## config.mk

```make
export PLATFORM = sky130hd
export DESIGN_NAME = tccs_ctrl
export DESIGN_NICKNAME = d
export VERILOG_FILES = /design/src/design/tccs_pkg.sv /design/src/design/tccs_ctrl.sv
export SDC_FILE = /design/constraint.sdc
export NUM_CORES = 1
export LEC_CHECK = 0
export BUFFER_PORTS_ARGS = -buffer_cell sky130_fd_sc_hd__buf_2
export CELL_PAD_IN_SITES_DETAIL_PLACEMENT = 1
export CELL_PAD_IN_SITES_GLOBAL_PLACEMENT = 1
export CORE_MARGIN = 1
export CORE_UTILIZATION = 28
export DETAILED_ROUTE_END_ITERATION = 12
export PLACE_DENSITY = 0.71
export SLEW_MARGIN = 10
export SYNTH_ARGS = -nofsm -noshare
export SYNTH_HDL_FRONTEND = slang
export SYNTH_SLANG_ARGS = --single-unit
```

## constraint.sdc

```tcl
create_clock -name clk -period 1.8 [get_ports clk]
set_input_delay 0.09 -clock clk [delete_from_list [all_inputs] [get_ports clk]]
set_output_delay 0.09 -clock clk [all_outputs]
set_load 0.01 [all_outputs]
```

## src/design/tccs_pkg.sv

```systemverilog
// shared types and constants of the text console
`default_nettype none

package tccs_pkg;

	localparam int unsigned KIND_W = 1;
	localparam int unsigned CHAR_W = 8;
	localparam int unsigned ATTR_W = 8;
	localparam int unsigned CELL_W = CHAR_W + ATTR_W;
	localparam int unsigned ROW_IN_W = 5;
	localparam int unsigned COL_IN_W = 7;
	localparam int unsigned APB_ADDR_W = 3;
	localparam int unsigned APB_DATA_W = 32;

	localparam logic [CHAR_W-1:0] CH_NEWLINE = 8'd10;
	localparam logic [CHAR_W-1:0] CH_RETURN = 8'd13;
	localparam logic [CHAR_W-1:0] CH_SPACE = 8'd32;
	localparam logic [ATTR_W-1:0] RESET_COLOR = 8'd15;

	localparam logic KIND_PUT = 1'b0;
	localparam logic KIND_READ = 1'b1;

	localparam logic [APB_ADDR_W-1:0] REG_TEXT_COLOR = 3'd0;

	typedef enum logic [2:0] {
		WR_NONE,
		WR_PUT,
		WR_COPY,
		WR_BLANK,
		WR_CLEAR
	} wr_sel_t;

	typedef enum logic [1:0] {
		RD_NONE,
		RD_ITEM,
		RD_COPY
	} rd_sel_t;

	typedef struct packed {
		logic accept;
		logic exec;
		logic ptr_clr;
		logic ptr_inc;
		logic out_load;
		logic out_nxt;
		wr_sel_t wr_sel;
		rd_sel_t rd_sel;
	} cmd_t;

	typedef struct packed {
		logic kind_rd;
		logic plain;
		logic need_scroll;
		logic ptr_last_copy;
		logic ptr_last;
		logic out_free;
	} sts_t;

endpackage

`default_nettype wire

```

## src/design/tccs_ctrl.sv

```systemverilog
// controller state machine of the text console
`default_nettype none

module tccs_ctrl (
	input  logic           clk,
	input  logic           arst_n,
	input  logic           in_valid,
	output logic           in_ready,
	input  tccs_pkg::sts_t sts,
	output tccs_pkg::cmd_t cmd
);
	import tccs_pkg::*;

	typedef enum logic [2:0] {
		ST_CLEAR,
		ST_IDLE,
		ST_EXEC,
		ST_SC_RD,
		ST_SC_WR,
		ST_BLANK,
		ST_DONE
	} state_t;

	state_t state_q;

	assign in_ready = (state_q == ST_IDLE);

	always_comb begin
		cmd = '0;
		cmd.wr_sel = WR_NONE;
		cmd.rd_sel = RD_NONE;
		case (state_q)
			ST_CLEAR: begin
				cmd.wr_sel = WR_CLEAR;
				cmd.ptr_inc = 1'b1;
			end
			ST_IDLE: begin
				cmd.accept = in_valid;
			end
			ST_EXEC: begin
				cmd.exec = 1'b1;
				if (sts.kind_rd) begin
					cmd.rd_sel = RD_ITEM;
				end else begin
					if (sts.plain) begin
						cmd.wr_sel = WR_PUT;
					end
					if (sts.need_scroll) begin
						cmd.ptr_clr = 1'b1;
					end else if (sts.out_free) begin
						cmd.out_load = 1'b1;
						cmd.out_nxt = 1'b1;
					end
				end
			end
			ST_SC_RD: begin
				cmd.rd_sel = RD_COPY;
			end
			ST_SC_WR: begin
				cmd.wr_sel = WR_COPY;
				cmd.ptr_inc = 1'b1;
			end
			ST_BLANK: begin
				cmd.wr_sel = WR_BLANK;
				cmd.ptr_inc = 1'b1;
			end
			ST_DONE: begin
				cmd.out_load = sts.out_free;
			end
			default: begin
				cmd = '0;
			end
		endcase
	end

	always_ff @(posedge clk or negedge arst_n) begin
		if (!arst_n) begin
			state_q <= ST_CLEAR;
		end else begin
			case (state_q)
				ST_CLEAR: begin
					if (sts.ptr_last) state_q <= ST_IDLE;
				end
				ST_IDLE: begin
					if (in_valid) state_q <= ST_EXEC;
				end
				ST_EXEC: begin
					if (sts.kind_rd) state_q <= ST_DONE;
					else if (sts.need_scroll) state_q <= ST_SC_RD;
					else if (sts.out_free) state_q <= ST_IDLE;
					else state_q <= ST_DONE;
				end
				ST_SC_RD: begin
					state_q <= ST_SC_WR;
				end
				ST_SC_WR: begin
					if (sts.ptr_last_copy) state_q <= ST_BLANK;
					else state_q <= ST_SC_RD;
				end
				ST_BLANK: begin
					if (sts.ptr_last) state_q <= ST_DONE;
				end
				ST_DONE: begin
					if (sts.out_free) state_q <= ST_IDLE;
				end
				default: begin
					state_q <= ST_IDLE;
				end
			endcase
		end
	end

endmodule

`default_nettype wire

```

==> metrics.cfg, run 1 <==
[outcome]
outcome=finished clean

[logic_synthesis]
synth_compound_area_share_pct=21.7
synth_top_flop_cell=dfrtp_1
synth-simple-area-share_pct=42.7
synth-xor-area-share_pct=0
yosysUniqueCellTypes=30
synth_edf_count=0
async_flop_share_pct=100
synth.most_common_cell=nand2_1
ys_ff_latch=3
synth_top_area_share_pct=18.6
netlist_area_um2=404
ys_seq_area_share_pct=18.6
yosys-mux-area-fraction_pct=2.48
syn_inst=53
syn_nets=64
synth_fa_ha_area_share_pct=6.19
avgSynthCellArea_um2=7.63
synth_top_family_by_area=simple AND/OR/NAND/NOR gates
synth_largest_area_cell=dfrtp_1
synthTopCellsByArea=dfrtp_1, nand2_1, ha_1
synthTopCellsByCount=nand2_1, nor2_1, inv_1
synth_warnings=0

[global_routing]
grt_pass1_vias=386
antenna_found_initial=0
grt_max_degree=18
grt_first_pass_wirelength_mm=1.68
grt_usage_pct=15.9
gr-total-overflow=0

[die]
die_h_um=40.0
die-area_um2=1600
dieWidth_um=40.0
row_count=13
core_um2=1320
initial_core_util_pct=30.7
ioPinCount=21

[routing]
firstDrtPassIters=2
met3WireLength_um=65
met2WireLength_um=506
drt-total-wl_mm=1.09
wl_met1_um=522
via_per_inst=5.13
drcViolationCount=0
antenna_left=0
drtIter0Drc=9
top_layer=met3
dr_total_vias=472
wl_per_cell_um=11.9

[sta]
maxSlewViolCount=0
skew_ns=0.00350
hold_ws_ns=0.188
period_share_pct=86.9
rsz0062_at_grt=false
fmaxAchievable_mhz=639
setup_tns_ns=0
finalHoldViolations=0
period_needed_ns=1.56
report.final.setup_viol=0
worst_pin_slew_ns=0.579
slew_headroom_pct=61.4

[power_and_ir_drop]
ir_worst_vdd_mv=0.613
power_density_nw_per_um2=1500
leakage_nw=0.279

[cts]
root_buffer=clkbuf_4
cts.reportedPaths.clkPinSlew_ns=0.04
clkSinkCount=3
clk_path_buf_depth=2
ctsResizeCount=0
cts_made_buffers=3
cts_tree=built
h-tree-depth=1
insertion_delay_ns=0.23

[critical_path]
path_cells=nor3_1 -> or2_2 -> buf_2
cp_max_fo=17
cp_slowest_stage_delay_ns=0.70
r2r_slack_ns=0.25
worstPathArrival_ns=1.47
critical_path_buf_inv_count=1
critPathRequiredTime_ns=1.71
cp_top_family=flip-flops
critPathSlowestCell=dfrtp_1
crit_type=register to primary output
endpoint_kind=primary output
critPathLaunchType=register

[layout]
num-nets-final=89
largestRegisters=state_q (3)
syn_to_final_growth_pct=35.6
drive_gt1_share_pct=37.7
fillCellCount=185
largest_reg_flops=3
top_register=state_q
n_antenna_cell=0
utilization_pct=41.6
regArea_um2=75.1
fin_area_um2=548
multi_input_area_um2=295

[run]
drv_cap=0

[placement]
post-dp-hpwl_um=876
numPortBuffers=20
placed_area_um2=512
gp_congestion=0.764

[hold_path]
hold_path_class=input port to async pin

metrics by stage:
| stage | cells | setup slack (ns) | total power, W |
|---|---|---|---|
| floorplan | 53 | 0.268 | 0.000564 |
| global placement | 87 | 0.247 | 0.000697 |
| detailed placement | 87 | 0.251 | 0.000714 |
| CTS | 92 | 0.214 | 0.000839 |
| global route | 92 | 0.109 | 0.000913 |
| finish | 92 | 0.235 | 0.000822 |
path summary, 6_finish.rpt:
kind,startpoint,cells past startpoint,end
min in group clk,sts[0],3,state_q[0]
max in group asynchronous,arst_n,2,state_q[2]
max reg2reg,state_q[2],5,state_q[2]
min,arst_n,2,state_q[1]
max,state_q[0],3,cmd[7]
min reg2reg,state_q[2],2,state_q[1]
kinds of logic after synthesis:
family | count (synthesis)
multiplexers | 1
adder cells (fa/ha/maj) | 2
AND/OR/NAND/NOR | 29
flip-flops | 3
AO/OA/AOI/OAI | 12
buffers and inverters | 6
power by group:
| group | internal [W] | leakage [nW] | switching (W) |
|---|---|---|---|
| clock network | 0.0000830 | 0.0150 | 0.0000344 |
| logic | 0.000247 | 0.225 | 0.000290 |
| registers | 0.0000942 | 0.0392 | 0.0000725 |
| total | 0.000425 | 0.279 | 0.000397 |
cells in the final DEF, fill, tap and decap left out, types with 2 or more instances in the layout:
| cell type | synthesis | layout |
|---|---|---|
| ha_1 | 2 | 2 |
| and2_1 | 3 | 3 |
| inv_1 | 4 | 4 |
| clkbuf_4 | 0 | 3 |
| o21ai_0 | 3 | 3 |
| dfrtp_1 | 3 | 3 |
| buf_2 | 0 | 20 |
| nor3_1 | 2 | 2 |
| nand2_1 | 7 | 7 |
| o311ai_1 | 2 | 2 |
| nor2_1 | 6 | 6 |
layer usage:
layer | vias up | GRT usage (%)
li1 | 242 | -
met1 | 215 | 20.7
met2 | 15 | 25.8
met3 | 0 | 6.67
met4 | 0 | 0
met5 | - | 0
timing repair:
action,in CTS,in global routing
hold buffers,1,0
setup buffers,0,0
endpoints found under the hold margin,3,0
area by class of cell:
type                            instances  share of cell area, %
Multi-Input combinational cell         44                   53.9
Inverter                                4                   2.74
Clock buffer                            4                   4.79
Sequential cell                         3                   13.7
Timing Repair Buffer                   22                   21.5
Tap cell                               15                   3.42
(Power assumes the default switching activity.)
==> inputs of run 2 (changes only) <==
--- a/config.mk
+++ b/config.mk
@@ -9,9 +9,9 @@
 export CELL_PAD_IN_SITES_DETAIL_PLACEMENT = 1
 export CELL_PAD_IN_SITES_GLOBAL_PLACEMENT = 1
 export CORE_MARGIN = 1
-export CORE_UTILIZATION = 28
+export CORE_UTILIZATION = 31
 export DETAILED_ROUTE_END_ITERATION = 12
-export PLACE_DENSITY = 0.71
+export PLACE_DENSITY = 0.78
 export SLEW_MARGIN = 10
 export SYNTH_ARGS = -nofsm -noshare
 export SYNTH_HDL_FRONTEND = slang
==> constraint.sdc (replaced) <==
create_clock -name clk -period 1.83 [get_ports clk]
set_input_delay 0.0915 -clock clk [delete_from_list [all_inputs] [get_ports clk]]
set_output_delay 0.0915 -clock clk [all_outputs]
set_load 0.01 [all_outputs]
==> metrics.cfg, run 2 (synthesis gave the netlist of run 1 again) <==
[power_and_ir_drop]
pwr-share-seq_pct=17.1  ; -3.2 points
intPower_w=0.000434  ; +2.1%
power_frac_clock_pct=14.8  ; +0.5 points
sw_frac_of_total_pct=49.2  ; +0.85 points
power_density_nw_per_um2=1540  ; +2.7%
p_sw_w=0.000420  ; +5.7%
leakage_nw=0.284  ; +1.7%
power_frac_comb_pct=68.1  ; +2.7 points
ir_worst_vdd_mv=0.649  ; +5.9%
power_w=0.000853  ; +3.8%

[sta]
period_needed_ns=1.58
slew_headroom_pct=72.3  ; +11 points
setup_tns_ns=0  ; unchanged
rsz0062_at_grt=false
report.final.setup_viol=0  ; unchanged
worst_pin_slew_ns=0.416  ; -0.163 ns
maxSlewViolCount=0  ; unchanged
finalHoldViolations=0  ; unchanged
hold_ws_ns=0.170  ; -0.0189 ns
skew_ns=0.00701  ; +0.00351 ns
fmaxAchievable_mhz=632
period_share_pct=86.5

[layout]
num-nets-final=90  ; +1.1%
utilization_pct=47.9  ; +6.3 points
layout_commonest_cell=buf_2
drive_gt1_share_pct=38.5  ; +0.80 points
fillCellCount=152  ; -18%
syn_to_final_growth_pct=37.2
largest_reg_flops=3  ; unchanged
largestRegisters=state_q (3)
regArea_um2=75.1  ; unchanged
top_register=state_q
n_antenna_cell=0  ; unchanged
multi_input_area_um2=295  ; unchanged
final_cell_mix=buf_2, nand2_1, nor2_1, inv_1

[critical_path]
path_cells=nand2b_2 -> nor3_2 -> and3b_1 -> buf_2
crit_type=register to primary output
critPathRequiredTime_ns=1.74  ; +0.03 ns
rr_startpoint=state_q[2]
critPathSlowestCell=dfrtp_1
r2r_slack_ns=0.25  ; about the same
rr_worst_depth=5  ; unchanged
cp_max_fo=8  ; -9
endpoint_kind=primary output
critPathLaunchType=register
cp_slowest_stage_delay_ns=0.45  ; -0.25 ns
worstPathArrival_ns=1.49  ; +0.02 ns
reg2reg_to=state_q[2]

[global_routing]
antenna_found_initial=0  ; unchanged
grt_first_pass_wirelength_mm=1.88  ; +12%
grt_usage_pct=19.1  ; +3.2 points
gr-total-overflow=0  ; unchanged
grt_max_degree=12  ; -6
grt_pass1_vias=432  ; +12%

[routing]
antenna_left=0  ; unchanged
drt-total-wl_mm=1.22  ; +12%
drtIter0Drc=3  ; -6
via_per_inst=5.26  ; +2.5%
dr_total_vias=484  ; +2.5%
firstDrtPassIters=4  ; +2
drcViolationCount=0  ; unchanged
wl_per_cell_um=13.3  ; +12%

[run]
drv_cap=0  ; unchanged

[die]
row_count=12  ; -1
initial_core_util_pct=35.0  ; +4.3 points
ioPinCount=21  ; unchanged
die-area_um2=1450  ; -9.2%
core_um2=1160  ; -12%
dieWidth_um=38.1  ; -4.7%
die_h_um=38.1  ; -4.7%

[outcome]
outcome=finished clean

[placement]
post-dp-hpwl_um=947  ; +8.1%
numPortBuffers=20  ; unchanged
gp_congestion=0.899  ; +18%

[cts]
root_buffer=clkbuf_4
clkSinkCount=3  ; unchanged
cts_made_buffers=3  ; unchanged
ctsResizeCount=0  ; unchanged
clk_path_buf_depth=2  ; unchanged
cts.reportedPaths.clkPinSlew_ns=0.04  ; about the same
post_cts_buffers=0  ; unchanged
insertion_delay_ns=0.25  ; +0.02 ns
h-tree-depth=1  ; unchanged
cts_tree=built
hold_buffers=1  ; unchanged

[hold_path]
hold_path_class=input port to async pin

==> run 2: final cells by class <==
type	count	share of cell area, %
multi-input combinational	44	53.3
timing repair buffer	23	22.6
sequential	3	13.5
clock buffer	4	4.74
tap	14	3.16
inverter	4	2.71
==> run 2: per-layer routing <==
layer / global-route usage (%) / vias to the layer above / share of wire (%)
met5: 0 / - / 0
met4: 10.7 / 0 / 2.0
met3: 1.74 / 2 / 4.0
met1: 23.8 / 224 / 45
met2: 31.8 / 19 / 49
li1: - / 239 / -
==> run 2: worst max path at each step <==
stage / startpoint / end / cells past startpoint
global route: state_q[2] / cmd[2] / 5
CTS: state_q[2] / cmd[5] / 4
finish: state_q[2] / cmd[5] / 4
global placement: state_q[2] / state_q[2] / 5
floorplan: state_q[1] / state_q[2] / 6
detailed placement: state_q[2] / state_q[2] / 5
==> run 2: per-stage QoR <==
step	setup WS (ns)	instance area, um^2	instances
6_report	0.247	554	92
5_1_grt	0.147	554	92
4_1_cts	0.216	554	92
3_5_place_dp	0.274	518	87
3_3_place_gp	0.382	518	87
2_1_floorplan	0.298	404	53
==> run 2: power groups by stage <==
stage	logic, W	registers, W	clock network, W
5_1_grt	0.000640	0.000153	0.000131
6_report	0.000581	0.000146	0.000126
4_1_cts	0.000583	0.000144	0.000131
3_5_place_dp	0.000579	0.000145	0
3_3_place_gp	0.000565	0.000146	0
2_1_floorplan	0.000433	0.000122	0
==> run 2: critical path, delay by kind of cell (launching register included) <==
| kind | cells | cell delay (ns) |
|---|---|---|
| DFF | 1 | 0.45 |
| buffers and inverters | 1 | 0.12 |
| and+or+nand+nor | 3 | 0.66 |
==> inputs of run 3 (changes only) <==
--- a/config.mk
+++ b/config.mk
@@ -11,6 +11,7 @@
 export CORE_MARGIN = 1
 export CORE_UTILIZATION = 31
 export DETAILED_ROUTE_END_ITERATION = 12
+export GPL_TIMING_DRIVEN = 0
 export PLACE_DENSITY = 0.78
 export SLEW_MARGIN = 10
 export SYNTH_ARGS = -nofsm -noshare
==> metrics.cfg, run 3 (synthesis gave the netlist of run 1 again) <==
[global_routing]
grt_max_degree=11  ; -1
gr-total-overflow=0  ; unchanged
grt_first_pass_wirelength_mm=1.99  ; +5.9%
grt_usage_pct=20.9  ; +1.8 points
antenna_found_initial=0  ; unchanged
grt_pass1_vias=440  ; +1.9%

[critical_path]
endpoint_kind=register
critPathSlowestCell=dfrtp_2
r2r_slack_ns=0.16  ; -0.09 ns
crit_path_start=state_q[1]
path_cells=inv_1 -> ha_1 -> inv_1 -> a22o_1 -> a21oi_1 -> o32ai_1
rr_startpoint=state_q[1]
worstPathArrival_ns=1.79  ; +0.30 ns
crit_top_cell=inv_1
critPathRequiredTime_ns=1.94  ; +0.20 ns
rr_worst_depth=6  ; +1
cp_slowest_stage_delay_ns=0.47  ; +0.02 ns
critPathLaunchType=register
cp_max_fo=10  ; +2
crit_type=register to register

[routing]
drtIter0Drc=7  ; +4
firstDrtPassIters=4  ; unchanged
wl_per_cell_um=14.3  ; +7.6%
via_per_inst=5.43  ; +3.3%
dr_total_vias=500  ; +3.3%
drt-total-wl_mm=1.32  ; +7.6%
antenna_left=0  ; unchanged
drcViolationCount=0  ; unchanged

[layout]
layout_commonest_cell=buf_2
n_antenna_cell=0  ; unchanged
utilization_pct=48.4  ; +0.43 points
largestRegisters=state_q (3)
syn_to_final_growth_pct=38.4
largest_reg_flops=3  ; unchanged
final_cell_mix=buf_2, nand2_1, nor2_1, inv_1
top_register=state_q
drive_gt1_share_pct=39.7  ; +1.3 points
num-nets-final=90  ; unchanged

[die]
ioPinCount=21  ; unchanged
core_um2=1160  ; unchanged
die_h_um=38.1  ; unchanged
row_count=12  ; unchanged
dieWidth_um=38.1  ; unchanged
initial_core_util_pct=35.0  ; unchanged
die-area_um2=1450  ; unchanged

[sta]
skew_ns=0.00591  ; -0.00110 ns
rsz0062_at_grt=false
maxSlewViolCount=0  ; unchanged
finalHoldViolations=0  ; unchanged
fmaxAchievable_mhz=597  ; -5.5%
slew_headroom_pct=73.0  ; +0.72 points
period_needed_ns=1.67  ; +0.0915 ns
setup_tns_ns=0  ; unchanged
period_share_pct=91.5  ; +5.0 points
report.final.setup_viol=0  ; unchanged
worst_pin_slew_ns=0.399  ; -0.0171 ns

[placement]
numPortBuffers=20  ; unchanged
gp_congestion=0.797  ; -11%
post-dp-hpwl_um=953  ; +0.68%

[outcome]
outcome=finished clean

[cts]
clkSinkCount=3  ; unchanged
insertion_delay_ns=0.24  ; about the same
root_buffer=clkbuf_4
cts.reportedPaths.clkPinSlew_ns=0.04  ; about the same
post_cts_buffers=0  ; unchanged
clk_path_buf_depth=2  ; unchanged
h-tree-depth=1  ; unchanged
cts_tree=built
cts_made_buffers=3  ; unchanged

[power_and_ir_drop]
power_density_nw_per_um2=1550  ; +0.97%
leakage_nw=0.283  ; -0.26%
ir_worst_vdd_mv=0.642  ; -1.1%

[run]
drv_cap=0  ; unchanged

[hold_path]
hold_path_class=input port to async pin

## run 3: cell counts in the layout (fill, tap and decap cells not counted)
No cell type changed its count.
## run 3: per-layer routing
layer	share of wire (%)	GRT usage (%)	up-vias	wire length (um)
met5	0	0	-	0
met4	0.84	9.82	0	11
met3	4.7	7.56	2	62
met2	51	33.1	18	666
met1	44	24.8	241	575
li1	-	-	239	-
## run 3: final cells by class
cell class                 instances  area, um^2
buffer                             2        18.8
timing repair buffer              21         110
fill                             156         597
multi-input combinational         44         295
clock buffer                       4        26.3
sequential                         3        76.3
inverter                           4        15.0
tap                               14        17.5
## run 3: final timing paths
path                              end
hold / removal             state_q[2]
setup / recovery           state_q[2]
setup reg to reg           state_q[2]
min in group clk           state_q[0]
hold reg to reg            state_q[1]
max in group asynchronous  state_q[1]
## run 3: power by group
group	total, W	switching [W]	internal, W
combinational	0.000607	0.000341	0.000266
clock	0.000118	0.0000366	0.0000818
sequential	0.000144	0.0000484	0.0000958
total	0.000869	0.000426	0.000443
## run 3: critical path: cells and delay by family, from the launching register on
family	cells	cell delay, ns
flops	1	0.47
fa+ha+maj	1	0.38
compound gates	3	0.47
buf+inv	2	0.23
## run 3: timing repair
| item | in CTS | in global routing |
|---|---|---|
| gates resized for setup | 0 | 1 |
| hold buffers | 1 | 0 |
| setup endpoints to repair | 0 | 1 |
| endpoints found under the hold margin | 3 | 0 |
## run 3: metrics by stage
stage	power [W]	instance area (um^2)	setup WS, ns	hold slack (ns)	instances
after floorplan	0.000555	404	0.298	-0.204	53
after global placement	0.000719	522	0.0861	-0.114	87
after detailed placement	0.000735	522	0.0928	-0.112	87
after CTS	0.000864	558	0.0677	0.176	92
after global routing	0.000935	559	0.0824	0.208	92
final	0.000869	559	0.156	0.173	92
